## src/design/sab_ram.sv

```systemverilog
`timescale 1ns / 1ps
// generic single-write, single-read synchronous ram with registered read data
module sab_ram #(
  parameter int DW    = 8,
  parameter int DEPTH = 256,
  parameter int AW    = $clog2(DEPTH)
) (
  input  logic          clk_i,
  input  logic          we_i,
  input  logic [AW-1:0] waddr_i,
  input  logic [DW-1:0] wdata_i,
  input  logic [AW-1:0] raddr_i,
  output logic [DW-1:0] rdata_o
);

  logic [DW-1:0] mem [DEPTH];
  logic [DW-1:0] rdata_q;

  always_ff @(posedge clk_i) begin
    if (we_i) begin
      mem[waddr_i] <= wdata_i;
    end
    rdata_q <= mem[raddr_i];
  end

  assign rdata_o = rdata_q;

endmodule

```

## config.mk

```make
export PLATFORM = sky130hd
export DESIGN_NAME = sab_ram
export DESIGN_NICKNAME = d
export VERILOG_FILES = /design/src/design/sab_ram.sv
export SDC_FILE = /design/constraint.sdc
export NUM_CORES = 2
export LEC_CHECK = 0
export BUFFER_PORTS_ARGS = -buffer_cell sky130_fd_sc_hd__clkbuf_2
export CAP_MARGIN = 20
export CORE_ASPECT_RATIO = 1.2
export CORE_MARGIN = 1.5
export CORE_UTILIZATION = 53
export DETAILED_ROUTE_END_ITERATION = 12
export GPL_TIMING_DRIVEN = 0
export PLACE_DENSITY = 0.69
export SLEW_MARGIN = 25
export SYNTH_ARGS = -nofsm -noshare
export SYNTH_HDL_FRONTEND = slang
export SYNTH_SLANG_ARGS = --single-unit
```

## constraint.sdc

```tcl
create_clock -name clk_i -period 2.8 [get_ports clk_i]
set_input_delay 0.7 -clock clk_i [delete_from_list [all_inputs] [get_ports clk_i]]
set_output_delay 0.7 -clock clk_i [all_outputs]
set_load 0.05 [all_outputs]
```

==> metrics <==
Core Area=between 100000 and 150000 um2; antenna violations before repair=15; synthesized cell area=79600 um2; pre-CTS WS=-2280 ps; die width=between 300 and 400 um; GR Overflow Total=0; Crit Path Category=input pin to register; Ys Warns=0; synth unique cells=between 50 and 60; Arr. time, crit path=roughly 3700 ps; H-tree depth=4; final setup violation count=474; run status=complete, but fails checks; first-pass GRT wire length=around 320 mm; WL final=between 200 and 250 mm; Sw Share=0.223; Reg clk slew, reported paths=60 ps; Clock Tree Buf Depth=3; Num CTS Buffers=roughly 190; DP Cell Count=about 5700; initial drt markers=6790; Site Rows=about 160; drt drc=8; max-cap violations=0; Final Util=0.609; Final Hold Viols=0; Post-synth EDFFs=approximately 2000; vias in the first global route=slightly above 40000; fmax=around 0.33 GHz; Worst Tran Pin Value=approximately 1200 ps; pin count of the biggest net entering global routing=~120; clock root cell=clkbuf_16; layout cells sized above 1=0.301; P per Cell Area=roughly 700 nW/um2; vias per cell=6.81; crit end category=register; hold_ws=approximately 380 ps; clock power share=0.400; Synth Net Count=3759; cts hold-fix bufs=0; CTS tree=done; Port Buf Inserts=26; HPWL Detailed=~160 mm; failing checks=design-rule violations, negative setup slack; worst-skew pair later-pin latency=~850 ps; Initial Util=0.534; Area Growth Syn to Fin=14.1%; Finished Layout Cells=6099; GR Util All Layers=0.309; leak pwr=around 28 nW; fraction of the yosys area taken by sequential cells=0.775; critical path fanouts, max=11; min cycle time layout=3070 ps; Yosys reg bits=approximately 2000; setup_tns=-23050 ps; Avg WL per Cell=38.1 um; vias post-DR=slightly above 40000; Crit path largest cell delay=about 800 ps; Critical-path top delay cell=o21ai_0; internal power=just under 50 mW; Die ar.=~150000 um2; Flop pwr share=0.536; nets@finish=4000; combinational share of power=0.063; Routability Congestion=a little under 1; relative slew slack=0.208; Peak VDD IR=~700 uV; Sw Pwr=~14 mW; I/O pins=34; top_reg_cell synth=edfxtp_1; final worst setup slack=-269 ps; CTS Sinks=2056; drt pass-1 iters=11; max-slew violations=0; Synth Area per Inst=approximately 21 um2; post-synthesis async set-or-reset flop share=0; DRT antenna net count=0; Setup crit start kind=input pin; Gate Count Post-Synth=3733; Crit path required time=around 3500 ps; worst hold path type=input pin to register; Die Y=between 400 and 500 um; CP dominant cell by count=clkbuf_2; clk_skew=about 38 ps; unrepaired setup endpoints after global routing=true; crit-path cells=clkbuf_2 > clkbuf_2 > clkbuf_4 > nand2_1 > o21ai_0 > a2111oi_4 > nor3_1 > nor4_4; period utilisation layout=1.10
area by class of cell:
class / count / area, um2
tap: 1962 / 2450
clock buffer: 231 / 5020
inverter: 2 / 11.3
buffer: 230 / 1920
multi-input combinational: 1442 / 17900
antenna: 8 / 20.0
clock inverter: 118 / 983
fill: 10189 / 58200
timing repair buffer: 50 / 764
sequential: 2056 / 61700
cells in the mapped netlist, types with 6 or more instances:
master,instances,share of area
buf_4,27,0.0025
a21oi_1,96,0.0060
and2_1,6,0.00047
clkbuf_1,111,0.0052
o21ai_0,10,0.00063
buf_12,8,0.0020
buf_6,21,0.0030
edfxtp_1,2048,0.77
nor2b_1,31,0.0024
nor3_1,22,0.0014
o22ai_1,28,0.0022
o221ai_1,46,0.0051
dfxtp_1,8,0.0020
nor2_1,282,0.013
nand2b_1,8,0.00063
a221oi_1,13,0.0014
buf_2,31,0.0020
nor4_1,24,0.0019
nand3_1,34,0.0021
o211ai_1,10,0.00094
nand4_1,10,0.00079
buf_1,22,0.0010
nand2_1,33,0.0016
mux4_2,454,0.13
mux2i_1,134,0.017
a22oi_1,133,0.013
buf_8,13,0.0025
a211oi_1,16,0.0015
a22o_1,8,0.00088
power by group through the flow:
stage	sequential, mW	combinational (mW)	clock [mW]
3_3_place_gp	34.8	3.46	0
6_report	33.9	4.01	25.3
5_1_grt	33.9	4.05	26.4
3_5_place_dp	34.6	3.62	0
4_1_cts	33.9	3.83	25.3
2_1_floorplan	34.7	1.65	0
layer usage:
layer	routed length (um)	global-route usage	up-vias
met4	15700	0.187	12
met2	110000	0.484	2953
met5	81	0	-
li1	-	-	16225
met3	27400	0.0841	626
met1	78700	0.387	21701
worst max-delay path, delay by kind of cell:
| kind | cells | cell delay [ps] |
|---|---|---|
| simple gates | 3 | 790 |
| compound gates | 2 | 1040 |
| buf+inv | 3 | 1180 |
kinds of logic after synthesis:
family | after synthesis | synth area share
flip-flops | 2056 | 0.775
buffers and inverters | 235 | 0.0183
AO/OA/AOI/OAI | 385 | 0.0342
AND/OR/NAND/NOR | 466 | 0.0263
multiplexers | 591 | 0.146
state kept, by name (all words and copies together) (netlist names):
register / count
mem: 2048
rdata_o: 8
placed cells by master (no fill, tap or decap), types with 12 or more instances in the layout:
cell / netlist / final
o221ai_1: 46 / 35
buf_2: 31 / 21
buf_12: 8 / 13
buf_8: 13 / 16
clkbuf_2: 0 / 50
nor2_4: 0 / 34
buf_6: 21 / 36
nor2_1: 282 / 117
mux2i_1: 134 / 134
nor4_4: 0 / 20
a21oi_2: 0 / 18
clkbuf_4: 0 / 41
clkbuf_16: 0 / 194
a211oi_1: 16 / 14
clkinv_1: 1 / 48
a22oi_1: 133 / 126
clkbuf_8: 0 / 15
edfxtp_1: 2048 / 2048
o221ai_2: 1 / 12
o22ai_1: 28 / 27
nand3_1: 34 / 33
buf_4: 27 / 33
clkbuf_1: 111 / 67
bufinv_16: 0 / 13
mux4_2: 454 / 454
nor3_1: 22 / 12
nand2_1: 33 / 33
a21oi_1: 96 / 75
nor2_2: 0 / 131
clkinv_2: 0 / 39
nor2b_1: 31 / 29
buf_16: 0 / 20
repair_timing:
| action | CTS | global route |
|---|---|---|
| resized for setup | 329 | 195 |
| setup endpoints to repair | 766 | 1077 |
| buffers inserted | 2 | 2 |
| pin swaps | 15 | 20 |
stage by stage:
step | cell area, um2 | power (mW)
detailed placement | 82900 | 38.2
finish | 90800 | 63.3
floorplan | 79600 | 36.3
global placement | 82100 | 38.2
global route | 90800 | 64.4
CTS | 90100 | 63.1
worst paths after layout:
kind         cells past startpoint         end  slack [ps]       start
max                              8  rdata_o[1]        -270  raddr_i[3]
min                              1  mem[25][5]         380  wdata_i[5]
max reg2reg                      6  rdata_o[4]         130  mem[96][4]
min reg2reg                      6  rdata_o[5]        1280  mem[33][5]
Power figures use the tool's default switching activity.
